===== config.mk =====
export PLATFORM = sky130hd
export DESIGN_NAME = lpht_ctrl
export DESIGN_NICKNAME = d
export VERILOG_FILES = /design/src/sv/lpht_pkg.sv /design/src/sv/lpht_ctrl.sv
export VERILOG_INCLUDE_DIRS = /design/src /design/src/sv
export SDC_FILE = /design/constraint.sdc
export NUM_CORES = 1
export LEC_CHECK = 0
export BUFFER_PORTS_ARGS = -buffer_cell sky130_fd_sc_hd__buf_2
export CAP_MARGIN = 20
export CORE_AREA = 8 8 45 47
export DETAILED_ROUTE_END_ITERATION = 10
export DIE_AREA = 0 0 53 55
export PLACE_DENSITY = 0.78
export SYNTH_ARGS = -nofsm -noshare
export SYNTH_HDL_FRONTEND = slang
export SYNTH_SLANG_ARGS = --single-unit
export TNS_END_PERCENT = 20

===== constraint.sdc =====
create_clock -name clk -period 3.5 [get_ports clk]
set_input_delay 0.35 -clock clk [delete_from_list [all_inputs] [get_ports clk]]
set_output_delay 0.35 -clock clk [all_outputs]
set_load 0.05 [all_outputs]

===== src/sv/assert_macros.svh =====
// Assertion macros for the tracker RTL.
// Included by lpht_ctrl, which carries concurrent checks.
`ifndef ASSERT_MACROS_SVH
`define ASSERT_MACROS_SVH
// Condition checked at every rising clock edge outside reset.
`define ASSERT_IMPL(label, clk, rst_n, cond, msg) \
	label: assert property (@(posedge clk) disable iff (!rst_n) (cond)) else $error(msg);
// Condition that must hold whenever the guard is high.
`define ASSERT_WHEN(label, clk, rst_n, guard, cond, msg) \
	label: assert property (@(posedge clk) disable iff (!rst_n) (guard) |-> (cond)) \
		else $error(msg);
`endif


===== src/sv/lpht_pkg.sv =====
// Shared types, constants and the hash function of the tracker.
// No dependencies.
`timescale 1ns / 1ps
package lpht_pkg;
	localparam int TableBitsDefault = 10;
	localparam int KeyW = 32;
	localparam int FileW = 32;
	localparam int LineW = 20;
	localparam int BytesW = 32;
	localparam int EntryW = KeyW + FileW + LineW + BytesW;
	localparam int StatusW = 3;
	localparam int LiveW = 10;
	localparam logic [31:0] HashXor = 32'hdeadbeef;

	typedef enum logic [2:0] {
		ST_OK = 3'd0, ST_DUP = 3'd1, ST_MISSING = 3'd2, ST_FULL = 3'd3, ST_ZERO = 3'd4
	} status_t;

	typedef enum logic [3:0] {
		S_CLEAR, S_IDLE, S_PRD, S_PCHK, S_SRD, S_SCHK, S_SMOVE, S_DONE
	} state_t;

	// controller to datapath
	typedef struct packed {
		logic load;     // capture input word, start probe at home slot
		logic rd;       // read slot at probe index
		logic adv;      // step probe index
		logic ins;      // write captured entry at probe index
		logic clr_hole; // clear valid of hole
		logic move;     // copy read entry into hole, hole := probe index
		logic start_shift; // hole := probe index, probe index += 1
		logic clr_step; // clearing sweep step
		logic inc;
		logic dec;
	} cmd_t;

	// datapath to controller
	typedef struct packed {
		logic slot_valid;
		logic key_match;
		logic may_shift;
		logic zero_key;
		logic is_remove;
		logic full;
		logic clr_done;
	} sts_t;

	function automatic logic [31:0] hash32(input logic [31:0] k);
		logic [31:0] a;
		a = k ^ (k >> 4);
		a = (a ^ HashXor) + (a << 5);
		a = a ^ (a >> 11);
		return a;
	endfunction
endpackage


===== src/sv/lpht_ctrl.sv =====
// Controller state machine: clearing sweep, probe, insert, remove and shift-back.
// Depends on lpht_pkg and assert_macros.svh.
`timescale 1ns / 1ps
`include "assert_macros.svh"
module lpht_ctrl (
	input  logic                clk,
	input  logic                arst_n,
	input  logic                in_valid,
	output logic                in_ready,
	output logic                out_valid,
	input  logic                out_ready,
	output logic [2:0]          status,
	input  lpht_pkg::sts_t      sts,
	output lpht_pkg::cmd_t      cmd
);
	lpht_pkg::state_t state_q, state_d;
	lpht_pkg::status_t st_q, st_d;

	always_ff @(posedge clk or negedge arst_n) begin
		if (!arst_n) begin
			state_q <= lpht_pkg::S_CLEAR;
			st_q <= lpht_pkg::ST_OK;
		end else begin
			state_q <= state_d;
			st_q <= st_d;
		end
	end

	always_comb begin
		state_d = state_q;
		st_d = st_q;
		cmd = '0;
		in_ready = 1'b0;
		out_valid = 1'b0;
		case (state_q)
			lpht_pkg::S_CLEAR: begin
				if (sts.clr_done) state_d = lpht_pkg::S_IDLE;
				else cmd.clr_step = 1'b1;
			end
			lpht_pkg::S_IDLE: begin
				in_ready = 1'b1;
				if (in_valid) begin
					cmd.load = 1'b1;
					state_d = lpht_pkg::S_PRD;
				end
			end
			lpht_pkg::S_PRD: begin
				if (sts.zero_key) begin
					st_d = lpht_pkg::ST_ZERO;
					state_d = lpht_pkg::S_DONE;
				end else if (!sts.is_remove && sts.full) begin
					st_d = lpht_pkg::ST_FULL;
					state_d = lpht_pkg::S_DONE;
				end else begin
					cmd.rd = 1'b1;
					state_d = lpht_pkg::S_PCHK;
				end
			end
			lpht_pkg::S_PCHK: begin
				if (!sts.slot_valid) begin
					if (sts.is_remove) begin
						st_d = lpht_pkg::ST_MISSING;
					end else begin
						st_d = lpht_pkg::ST_OK;
						cmd.ins = 1'b1;
						cmd.inc = 1'b1;
					end
					state_d = lpht_pkg::S_DONE;
				end else if (sts.key_match) begin
					if (sts.is_remove) begin
						st_d = lpht_pkg::ST_OK;
						cmd.start_shift = 1'b1;
						cmd.dec = 1'b1;
						state_d = lpht_pkg::S_SRD;
					end else begin
						st_d = lpht_pkg::ST_DUP;
						state_d = lpht_pkg::S_DONE;
					end
				end else begin
					cmd.adv = 1'b1;
					state_d = lpht_pkg::S_PRD;
				end
			end
			lpht_pkg::S_SRD: begin
				// hole register now holds the removed slot or the slot just moved out of
				cmd.clr_hole = 1'b1;
				state_d = lpht_pkg::S_SCHK;
			end
			lpht_pkg::S_SCHK: begin
				// the walk slot is read in this state; its data is checked in S_SMOVE
				state_d = lpht_pkg::S_SMOVE;
			end
			lpht_pkg::S_SMOVE: begin
				if (!sts.slot_valid) begin
					state_d = lpht_pkg::S_DONE;
				end else if (sts.may_shift) begin
					cmd.move = 1'b1;
					state_d = lpht_pkg::S_SRD;
				end else begin
					cmd.adv = 1'b1;
					state_d = lpht_pkg::S_SCHK;
				end
			end
			lpht_pkg::S_DONE: begin
				out_valid = 1'b1;
				if (out_ready) state_d = lpht_pkg::S_IDLE;
			end
			default: state_d = lpht_pkg::S_CLEAR;
		endcase
	end
	assign status = st_q;

	`ASSERT_WHEN(a_ins_empty, clk, arst_n, cmd.ins, sts.slot_valid == 1'b0, "insert over live slot")
	`ASSERT_WHEN(a_move_valid, clk, arst_n, cmd.move, sts.slot_valid, "move of empty slot")
	`ASSERT_IMPL(a_no_both, clk, arst_n, !(in_ready && out_valid), "accept while result waits")
endmodule

# Word-level counts from Yosys, hierarchy flattened

Cells that the tools add are included.

Equal/unequal tests: 12
Muxes and demuxes: 44
Reductions and logical operators: 6

Operators by type and width:

| cell                                                            | number |
|---|---|
| 4-bit case mux with 8 select lines                              | 1 |
| 1-bit two-way mux                                               | 26 |
| 4-bit two-way mux                                               | 6 |
| 3-bit two-way mux                                               | 6 |
| 4-bit by 3-bit == test with 1-bit output, second input constant | 4 |
| 4-bit by 2-bit == test with 1-bit output, second input constant | 2 |
| 2-bit two-way mux                                               | 3 |
| 2-bit != test, second input constant                            | 3 |
| 3-bit != test, second input constant                            | 2 |
| 3-bit case mux with 2 select lines                              | 1 |
| 3-bit AND reduction                                             | 2 |
| 4-bit by 1-bit == test with 1-bit output, second input constant | 1 |
| 4-bit logical NOT                                               | 1 |
| 1-bit case mux with 2 select lines                              | 1 |
| 2-bit nonzero test                                              | 1 |
| 1-bit logical AND                                               | 1 |
| 1-bit logical NOT                                               | 1 |

Flip-flop bits (word level): 7
Input bits: 11
Output and inout port bits: 15
Word-level logic and storage cells: 64

# Longest topological paths before layout

Gate-level depths: netlist of run 1.

Depth after elaboration: 5
Gate-level depth with buffers: 4

# Least setup slack after synthesis of run 1

OpenSTA, ideal clock, no wires.

Path type: reg2out
From: register state_q[2]
To: output port cmd[6] in the netlist's numbering
Arrival: 2.113 ns
Data required time: 3.150 ns
Setup slack: 1.037 ns
Cell stages (with the launch flop): 4
Path buffers: 1
Cells stage by stage: dfrtp_1 -> nand3b_4 -> nor3_1 -> buf_4

RTL lines:

| what                   | RTL line        | RTL |
|---|---|---|
| start, declared        | lpht_ctrl.sv:16 | `lpht_pkg::state_t state_q, state_d;` |
| start signal, assigned | lpht_ctrl.sv:21 | `state_q <= lpht_pkg::S_CLEAR;` |
| start signal, assigned | lpht_ctrl.sv:24 | `state_q <= state_d;` |
| end, declared          | lpht_ctrl.sv:14 | `output lpht_pkg::cmd_t cmd` |

==> results of run 1 <==
power breakdown:
part / internal [mW] / switching [mW] / leakage, nW / total (mW)
combinational: 0.138 / 0.246 / 0.247 / 0.384
sequential: 0.103 / 0.0839 / 0.0694 / 0.187
clock: 0.0385 / 0.0208 / 0.0138 / 0.0593
total: 0.280 / 0.351 / 0.331 / 0.631
layout by cell type (no fill, tap or decap):
master / Yosys / routed
a21boi_2: 1 / 1
dlygate4sd3_1: 0 / 1
or2_4: 1 / 1
inv_1: 3 / 3
a21oi_1: 2 / 2
o21ai_0: 2 / 2
nor3b_4: 1 / 1
nor4_2: 1 / 1
nor3b_1: 2 / 2
o21ai_2: 1 / 1
a32o_1: 1 / 1
nand2_1: 4 / 4
nand3b_4: 1 / 1
dfrtp_1: 6 / 6
or3_1: 1 / 1
nor2_1: 3 / 3
and2_1: 2 / 2
a31oi_1: 2 / 2
o31ai_1: 2 / 2
nor3_1: 4 / 4
nor3b_2: 1 / 1
and4b_2: 1 / 1
nand3_1: 3 / 3
and3_2: 1 / 1
a2111oi_0: 1 / 1
nand4bb_1: 1 / 1
a211o_1: 1 / 1
a211oi_1: 1 / 1
buf_2: 1 / 25
clkbuf_4: 0 / 3
nor2b_1: 4 / 4
routing by layer:
layer | global-route usage [%] | part of all wire [%] | vias up
met3 | 3.48 | 7.1 | 4
met2 | 14.3 | 49 | 11
met4 | 6.47 | 2.4 | 0
li1 | - | - | 263
met5 | 0 | 0 | -
met1 | 8.91 | 41 | 217
worst max path at each step:
stage                  end  cells past startpoint  startpoint
floorplan           cmd[6]                      3  state_q[2]
global placement    cmd[8]                      3  state_q[1]
detailed placement  cmd[8]                      3  state_q[1]
CTS                 cmd[8]                      3  state_q[1]
global route        cmd[8]                      3  state_q[1]
finish              cmd[8]                      3  state_q[1]
per-stage QoR:
step | setup WS (ns) | hold WS (ns) | power [mW] | area, µm² | std cells
after floorplan | 1.04 | 0.0544 | 0.512 | 526 | 59
after CTS | 1.48 | 0.412 | 0.634 | 664 | 99
final | 1.49 | 0.413 | 0.631 | 664 | 99
after global placement | 1.75 | 0.171 | 0.569 | 632 | 95
after detailed placement | 1.73 | 0.170 | 0.572 | 632 | 95
after global routing | 1.37 | 0.419 | 0.674 | 664 | 99
kinds of logic after synthesis:
group | Yosys count | share of synthesized area, %
flip-flops | 6 | 28.6
buffers and inverters | 8 | 9.52
AND/OR/NAND/NOR | 31 | 42.4
AO/OA/AOI/OAI | 14 | 19.5
final cells by class:
cell class	instances	area (µm²)	share of cell area, %
clock buffers	3	22.5	3.39
inverters	3	11.3	1.69
multi-input cells	45	325	49.0
flip-flops and latches	6	150	22.6
well taps	16	20.0	3.01
repair buffers	26	135	20.3
worst reg2reg max path: stages (launching register included):
cell and delay (ns):
dfrtp_1 0.56, nand3b_4 0.28, or2_4 0.29, a32o_1 0.25
registers in the layout, summed over array words and instances, names as in the netlist:
register  count
status        3
state_q       3
==> impl_results.md, run 1 <==
- Initial DRC Count: 5
- CP Cell Sequence: nor3b_4, nor3b_1, buf_2
- Ranking of synthesized cells by area: dfrtp_1 29%, nor2b_1 4.8%, buf_4 4.3%
- Worst-path fanout max: 15
- Final ANT Viol Nets: 0
- CP delay by family, top: flip-flops
- DP HPWL: 967 µm
- PortBufs: 25
- Final nets: 96
- Die Ht: 55 µm
- Routability cong.: 0.747
- Hold path cells: 2
- Crit start category: register
- Vias/cell: 5.00
- Synth cell types: 31
- Most common cell in the netlist: dfrtp_1
- FF-to-FF path depth: 3
- Vias: 495
- H-tree Lvls: 1
- Status: finished, final reports clean
- Final worst-path cycle share: 57.5%
- Worst EP required: 3.15 ns
- Seq cells post-synth: 6
- Clock-pin slew on the worst setup and hold paths: 0.04 ns
- Net count after synthesis: 70
- VDD IR max: 0.428 mV
- Worst R2R Setup Slack: 2.00 ns
- Worst EP arrival: 1.66 ns
- Largest net degree at the start of global routing: 17
- PD cells: 949 mW/mm²
- Vias in the first global route: 466
- Area share of the largest cell type after synthesis: 28.6%
- Drt first pass iters: 4
- I/O pins: 26
- Post-synth top cells: 6 x dfrtp_1, 4 x nand2_1, 4 x nor2b_1, 4 x nor3_1
- Hold buffer count at cts: 1
- First-pass GRT wire length: 1890 µm
- Ys Warns: 0
- Clock Tree Root: clkbuf_4
- Full die area: 0.00292 mm²
- Initial antenna violation count: 0
- Slowest stage cell on the critical path: dfrtp_1
- Fmax: 497 MHz
- Fill cells: 144
- Clock Latency Late Sink: 0.24 ns
- RSZ-0062 raised after global routing: no
- Core area: 0.00138 mm²
- Post-synth ARST share: 100%
- Area delta synth->final: 26.4%
- Netlist Area Pre-Place: 526 µm²
- Max-slew violations: 0
- DRC violations left: 0
- Hold Crit Start: sts[3]
- Synth Flop Type: dfrtp_1
- Initial Util: 38.0%
- FF-to-FF End: status[2]
- Worst path bufs/invs: 1
- Post-CTS Setup Bufs: 0
- Ant diodes: 0
- Cts repair resizes: 0
- Setup TNS: 0 ns
- Worst reg2reg path startpoint: state_q[2]
- Crit Path Class: register to output pin
- Static Leak: 0.331 nW
- Post-synth top area cell: dfrtp_1
- Routed len/inst: 12.3 µm
- Number of max-cap violations: 0
- Worst Hold End: status[2]
- Slowest stage delay, CP: 0.64 ns
- Total Routing Usage GR: 8.72%
- Setup crit end kind: output pin
- # clock sinks: 6
- Max transition margin: 64.8%
- Sequential-to-total area share from yosys stat: 28.6%
- Total wire length: 1220 µm
- Grt total ovfl: 0
- Max Clock Skew: 0.00207 ns
- CTS max path bufs: 2
- Cells after Synth: 59
- Final-report hold violation count: 0
- Setup violators final: 0
- Final core utilization: 48.0%
- Worst slew pin tran: 0.528 ns
- Post-layout min period: 2.01 ns
- CTS tree: built
- Die width: 53 µm
- Num rows: 14
- Number of flops mapped to enable cells by yosys: 0
- Syn avg cell area: 8.91 µm²
- Fraction of layout cells with a size suffix above 1: 44.6%
- Total CTS buffers: 3
- Worst hold path type: input port to register
No activity file was read; power rests on OpenSTA's default activity.
==> inputs of run 2 (changes only) <==
ABC_AREA = 1   (was unset)
PLACE_DENSITY = 0.79   (was 0.78)
clock period = 2.03 ns   (was 3.5 ns; I/O delays follow)
==> impl_results.md, run 2 <==
- Status: finished, final reports clean (unchanged)
- Cts repair resizes: 0 (unchanged)
- Placement Cell Area: 653 µm² (was 632 µm²)
- FF-to-FF path depth: 6 (was 3)
- Worst-path fanout max: 13 (was 15)
- Crit start category: register (unchanged)
- DRC violations left: 0 (unchanged)
- Post-Layout Cell Count: 129 (was 99)
- Worst slew pin tran: 0.412 ns (was 0.528 ns)
- Initial antenna violation count: 0 (unchanged)
- Slowest stage delay, CP: 0.59 ns (was 0.64 ns)
- Final-report hold violation count: 0 (unchanged)
- Switching share of power: 60.7% (was 55.7%)
- Total CTS buffers: 3 (unchanged)
- Initial DRC Count: 8 (was 5)
- Fill cells: 148 (was 144)
- Worst Hold End: state_q[1] (was status[2])
- Clock Tree Root: clkbuf_4 (unchanged)
- Synth Flop Type: dfrtp_1 (unchanged)
- Ranking of synthesized cells by area: dfrtp_1 28%, nand2_1 21%, nand3_1 9.3% (was dfrtp_1 29%, nor2b_1 4.8%, buf_4 4.3%)
- Routed len/inst: 10.1 µm (was 12.3 µm)
- Placed Cells: 125 (was 95)
- Vias/cell: 4.72 (was 5.00)
- Final worst-path cycle share: 90.5%
- CP Cell Sequence: nand2_1, nor2_4, nand3_1, a21oi_1, buf_2 (was nor3b_4, nor3b_1, buf_2)
- Seq pwr share: 24.9% (was 29.7%)
- Setup violators final: 0 (unchanged)
- Static Leak: 0.437 nW (was 0.331 nW)
- Full die area: 0.00292 mm² (unchanged)
- Final Cell Area: 686 µm² (was 664 µm²)
- Ys Warns: 0 (unchanged)
- Clock-pin slew on the worst setup and hold paths: 0.05 ns (was 0.04 ns)
- Netlist Area Pre-Place: 537 µm² (was 526 µm²)
- Final nets: 126 (was 96)
- Crit Path Class: register to output pin (unchanged)
- Core area: 0.00138 mm² (unchanged)
- Hold path cells: 4 (was 2)
- PD cells: 1630 mW/mm² (was 949 mW/mm²)
- VDD IR max: 0.728 mV (was 0.428 mV)
- CTS tree: built (unchanged)
- Number of max-cap violations: 0 (unchanged)
- Initial Util: 38.8% (was 38.0%)
- Part of the power in combinational logic: 65.2% (was 60.9%)
- PortBufs: 25 (unchanged)
- Largest net degree at the start of global routing: 14 (was 17)
- Vias in the first global route: 553 (was 466)
- Max transition margin: 72.5% (was 64.8%)
- Hold buffer count at cts: 1 (unchanged)
- Syn avg cell area: 6.10 µm² (was 8.91 µm²)
- Vias: 609 (was 495)
- Drt first pass iters: 4 (unchanged)
- Total wire length: 1300 µm (was 1220 µm)
- Total power: 1.12 mW (was 0.631 mW)
- RSZ-0062 raised after global routing: no (unchanged)
- Num rows: 14 (unchanged)
- Synth cell types: 17 (was 31)
- Net count after synthesis: 99 (was 70)
- Worst R2R Setup Slack: 0.72 ns (was 2.00 ns)
- Sequential-to-total area share from yosys stat: 28.0% (was 28.6%)
- Worst EP required: 1.83 ns (was 3.15 ns)
- Setup TNS: 0 ns (unchanged)
- Critical path depth: 5 (was 3)
- Post-synth top area cell: dfrtp_1 (unchanged)
- Post-synth ARST share: 100% (unchanged)
- Most common cell in the netlist: nand2_1 (was dfrtp_1)
- Seq cells post-synth: 6 (unchanged)
- Cells after Synth: 88 (was 59)
- Most frequent cells in the layout: 30 x nand2_1, 25 x buf_2, 12 x inv_1 (was 25 x buf_2, 6 x dfrtp_1, 4 x nor3_1, 4 x nand2_1, 4 x nor2b_1)
- FF-to-FF End: status[0] (was status[2])
- Slowest stage cell on the critical path: dfrtp_1 (unchanged)
- I/O pins: 26 (unchanged)
- Ant diodes: 0 (unchanged)
- Post-CTS Setup Bufs: 0 (unchanged)
- First-pass GRT wire length: 2290 µm (was 1890 µm)
- Fraction of layout cells with a size suffix above 1: 31.0% (was 44.6%)
- Post-layout min period: 1.84 ns
- Hold slack: 0.294 ns (was 0.413 ns)
- Final ANT Viol Nets: 0 (unchanged)
- Fmax: 545 MHz
- Pint: 0.439 mW (was 0.280 mW)
- Clock power frac: 9.8% (was 9.4%)
- Hold Crit Start: out_ready (was sts[3])
- Max-slew violations: 0 (unchanged)
- DP HPWL: 1110 µm (was 967 µm)
- CTS max path bufs: 2 (unchanged)
- Area share of the largest cell type after synthesis: 28.0% (was 28.6%)
- Area delta synth->final: 27.7% (was 26.4%)
- Worst hold path type: input port to register (unchanged)
- Max Clock Skew: 0.00386 ns (was 0.00207 ns)
- # clock sinks: 6 (unchanged)
- Worst path bufs/invs: 1 (unchanged)
- Post-synth top cells: 30 x nand2_1, 12 x inv_1, 10 x nand3_1 (was 6 x dfrtp_1, 4 x nand2_1, 4 x nor2b_1, 4 x nor3_1)
- Commonest non-fill, non-tap cell in the layout: nand2_1 (was buf_2)
- Number of flops mapped to enable cells by yosys: 0 (unchanged)
- Die width: 53 µm (unchanged)
- Setup crit end kind: output pin (unchanged)
- CP delay by family, top: flip-flops (unchanged)
- Die Ht: 55 µm (unchanged)
- Switching power: 0.677 mW (was 0.351 mW)
- Clock Latency Late Sink: 0.24 ns (about the same)
- Total Routing Usage GR: 10.2% (was 8.72%)
- H-tree Lvls: 1 (unchanged)
- Worst reg2reg path startpoint: state_q[2] (unchanged)
- Grt total ovfl: 0 (unchanged)
- Worst EP arrival: 1.63 ns (was 1.66 ns)
- Routability cong.: 0.781 (was 0.747)
run 2: cell families (layout without fill, tap and decap cells):
kind of cell / after synthesis / in the layout / share of synthesized area [%]
compound gates: 6 / 6 / 6.29
buf+inv: 17 / 42 / 15.4
flops: 6 / 6 / 28.0
simple gates: 59 / 59 / 50.4
run 2: final cells by class:
class                           instances  area, µm²  share of cell area, %
Multi-Input combinational cell         65        309                   45.1
Sequential cell                         6        150                   21.9
Timing Repair Buffer                   26        135                   19.7
Inverter                               13       48.8                   7.12
Clock buffer                            3       22.5                   3.28
Tap cell                               16       20.0                   2.92
run 2: worst min-delay path, stage by stage:
cell and delay [ns]:
buf_2 0.07, inv_1 0.03, nand4_1 0.12, nand2_1 0.07
run 2: worst max path at each step:
stage          startpoint  slack (ns)      to
2_1_floorplan  state_q[0]       -0.29  cmd[8]
3_3_place_gp   state_q[0]        0.50  cmd[7]
3_5_place_dp   state_q[0]        0.44  cmd[7]
4_1_cts        state_q[0]        0.18  cmd[7]
5_1_grt        state_q[0]        0.06  cmd[7]
6_report       state_q[0]        0.19  cmd[7]
run 2: metrics by stage:
step | worst slack, ns | util [%]
6_report | 0.194 | 49.5
5_1_grt | 0.0577 | 49.5
4_1_cts | 0.181 | 49.5
2_1_floorplan | -0.292 | -
3_5_place_dp | 0.440 | 47.2
3_3_place_gp | 0.502 | 47.2
run 2: layer usage:
layer | vias up | share of wire [%] | GRT usage, % | wire (µm)
met5 | - | 0 | 0 | 0
met3 | 0 | 8.5 | 3.74 | 110
li1 | 328 | - | - | -
met4 | 0 | 0 | 5.17 | 0
met1 | 264 | 45 | 11.8 | 583
met2 | 17 | 47 | 16.2 | 606
run 2: power by group through the flow:
stage / clock, mW / combinational [mW] / sequential [mW]
floorplan: 0 / 0.568 / 0.321
global placement: 0 / 0.729 / 0.275
detailed placement: 0 / 0.736 / 0.279
CTS: 0.116 / 0.739 / 0.278
global route: 0.125 / 0.805 / 0.289
finish: 0.110 / 0.728 / 0.278
==> inputs of run 3 (changes only) <==
ABC_AREA = 0   (was 1)
PLACE_DENSITY = 0.78   (was 0.79)
==> impl_results.md, run 3 (synthesis gave the netlist of run 1 again) <==
- Status: finished, final reports clean (unchanged)
- DRC violations left: 0 (unchanged)
- Placement Cell Area: 637 µm² (was 653 µm²)
- Die Ht: 55 µm (unchanged)
- Vias: 522 (was 609)
- Fill cells: 137 (was 148)
- Setup violators final: 0 (unchanged)
- Commonest non-fill, non-tap cell in the layout: buf_2 (was nand2_1)
- Worst EP required: 1.83 ns (about the same)
- Setup crit end kind: output pin (unchanged)
- Final ANT Viol Nets: 0 (unchanged)
- Ant diodes: 0 (unchanged)
- H-tree Lvls: 1 (unchanged)
- DP HPWL: 1090 µm (was 1110 µm)
- Worst hold path type: input port to register (unchanged)
- Post-CTS Setup Bufs: 0 (unchanged)
- Die width: 53 µm (unchanged)
- Final worst slack: 0.130 ns (was 0.194 ns)
- Full die area: 0.00292 mm² (unchanged)
- Clock Tree Root: clkbuf_4 (unchanged)
- Grt total ovfl: 0 (unchanged)
- Static Leak: 0.332 nW (was 0.437 nW)
- Number of max-cap violations: 0 (unchanged)
- Final-report hold violation count: 0 (unchanged)
- Drt first pass iters: 6 (was 4)
- Vias in the first global route: 501 (was 553)
- I/O pins: 26 (unchanged)
- Routed len/inst: 13.5 µm (was 10.1 µm)
- Final worst-path cycle share: 93.6% (was 90.5%)
- Pre-CTS setup slack: 0.393 ns (was 0.440 ns)
- CTS tree: built (unchanged)
- Final Cell Area: 669 µm² (was 686 µm²)
- Post-Layout Cell Count: 99 (was 129)
- Post-layout min period: 1.90 ns (was 1.84 ns)
- Total Routing Usage GR: 9.00% (was 10.2%)
- Max-slew violations: 0 (unchanged)
- CTS max path bufs: 2 (unchanged)
- Core area: 0.00138 mm² (unchanged)
- PortBufs: 25 (unchanged)
- Fraction of layout cells with a size suffix above 1: 45.8% (was 31.0%)
- Max transition margin: 63.0% (was 72.5%)
- VDD IR max: 0.564 mV (was 0.728 mV)
- Crit Path Class: register to output pin (unchanged)
- Worst slew pin tran: 0.555 ns (was 0.412 ns)
- Initial Util: 38.0% (was 38.8%)
- Num rows: 14 (unchanged)
- Largest net degree at the start of global routing: 17 (was 14)
- Worst EP arrival: 1.70 ns (was 1.63 ns)
- Area delta synth->final: 27.4% (was 27.7%)
- Setup TNS: 0 ns (unchanged)
- Initial DRC Count: 6 (was 8)
- Routability cong.: 0.703 (was 0.781)
- Total CTS buffers: 3 (unchanged)
- Most frequent cells in the layout: 25 x buf_2, 6 x dfrtp_1, 4 x nand2_1, 4 x nor2b_1 (was 30 x nand2_1, 25 x buf_2, 12 x inv_1)
- Initial antenna violation count: 0 (unchanged)
- Clock-pin slew on the worst setup and hold paths: 0.04 ns (was 0.05 ns)
- Fmax: 526 MHz (was 545 MHz)
- # clock sinks: 6 (unchanged)
- Final nets: 96 (was 126)
- Crit start category: register (unchanged)
- Worst-path fanout max: 15 (was 13)
- PD cells: 1650 mW/mm² (was 1630 mW/mm²)
- Placed Cells: 95 (was 125)
- Total wire length: 1330 µm (was 1300 µm)
- Vias/cell: 5.27 (was 4.72)
- Clock Latency Late Sink: 0.24 ns (about the same)
- RSZ-0062 raised after global routing: no (unchanged)
- Max Clock Skew: 0.00268 ns (was 0.00386 ns)
- First-pass GRT wire length: 2100 µm (was 2290 µm)
## run 3: final timing paths
check	from	end	slack, ns	depth (start not counted)
worst max-delay path	state_q[1]	cmd[8]	0.13	3
worst max register to register	state_q[2]	status[2]	0.51	3
max in group asynchronous	arst_n	status[1]	1.55	2
worst min register to register	status[1]	status[1]	0.53	2
min in group asynchronous	arst_n	status[2]	0.33	2
worst min-delay path	sts[3]	status[2]	0.25	2
## run 3: cell type report
| cell class | count | area (µm²) | area share (%) |
|---|---|---|---|
| Multi-Input combinational cell | 45 | 330 | 49.3 |
| Sequential cell | 6 | 150 | 22.4 |
| Timing Repair Buffer | 26 | 135 | 20.2 |
| Clock buffer | 3 | 22.5 | 3.36 |
| Tap cell | 16 | 20.0 | 2.99 |
| Inverter | 3 | 11.3 | 1.68 |
## run 3: worst max-delay path, stage by stage (launching register included)
cell and delay [ns]:
dfrtp_1 0.67, nor3b_4 0.31, nor3b_1 0.19, buf_2 0.29
## run 3: repair_timing
action,in CTS,in global routing
hold endpoints to repair,6,0
hold buffers,1,0
gates resized for setup,0,0
## run 3: power by group
group          internal, mW  total [mW]  switching [mW]
sequential            0.178       0.331           0.153
combinational         0.238       0.667           0.429
clock                0.0665       0.104          0.0379
total                 0.483        1.10           0.620
## run 3: routing by layer
layer | wire length (µm) | vias up | track usage (%)
li1 | - | 266 | -
met1 | 497 | 238 | 9.23
met2 | 701 | 18 | 17.6
met3 | 135 | 0 | 1.87
met4 | 0 | 0 | 3.02
met5 | 0 | - | 0
## run 3: stage by stage
step | utilization (%) | total power [mW] | hold slack (ns)
finish | 48.4 | 1.10 | 0.253
global route | 48.4 | 1.18 | 0.260
CTS | 48.4 | 1.11 | 0.251
detailed placement | 46.0 | 1.00 | 0.0310
global placement | 46.0 | 0.983 | 0.0258
floorplan | - | 0.885 | -0.0926
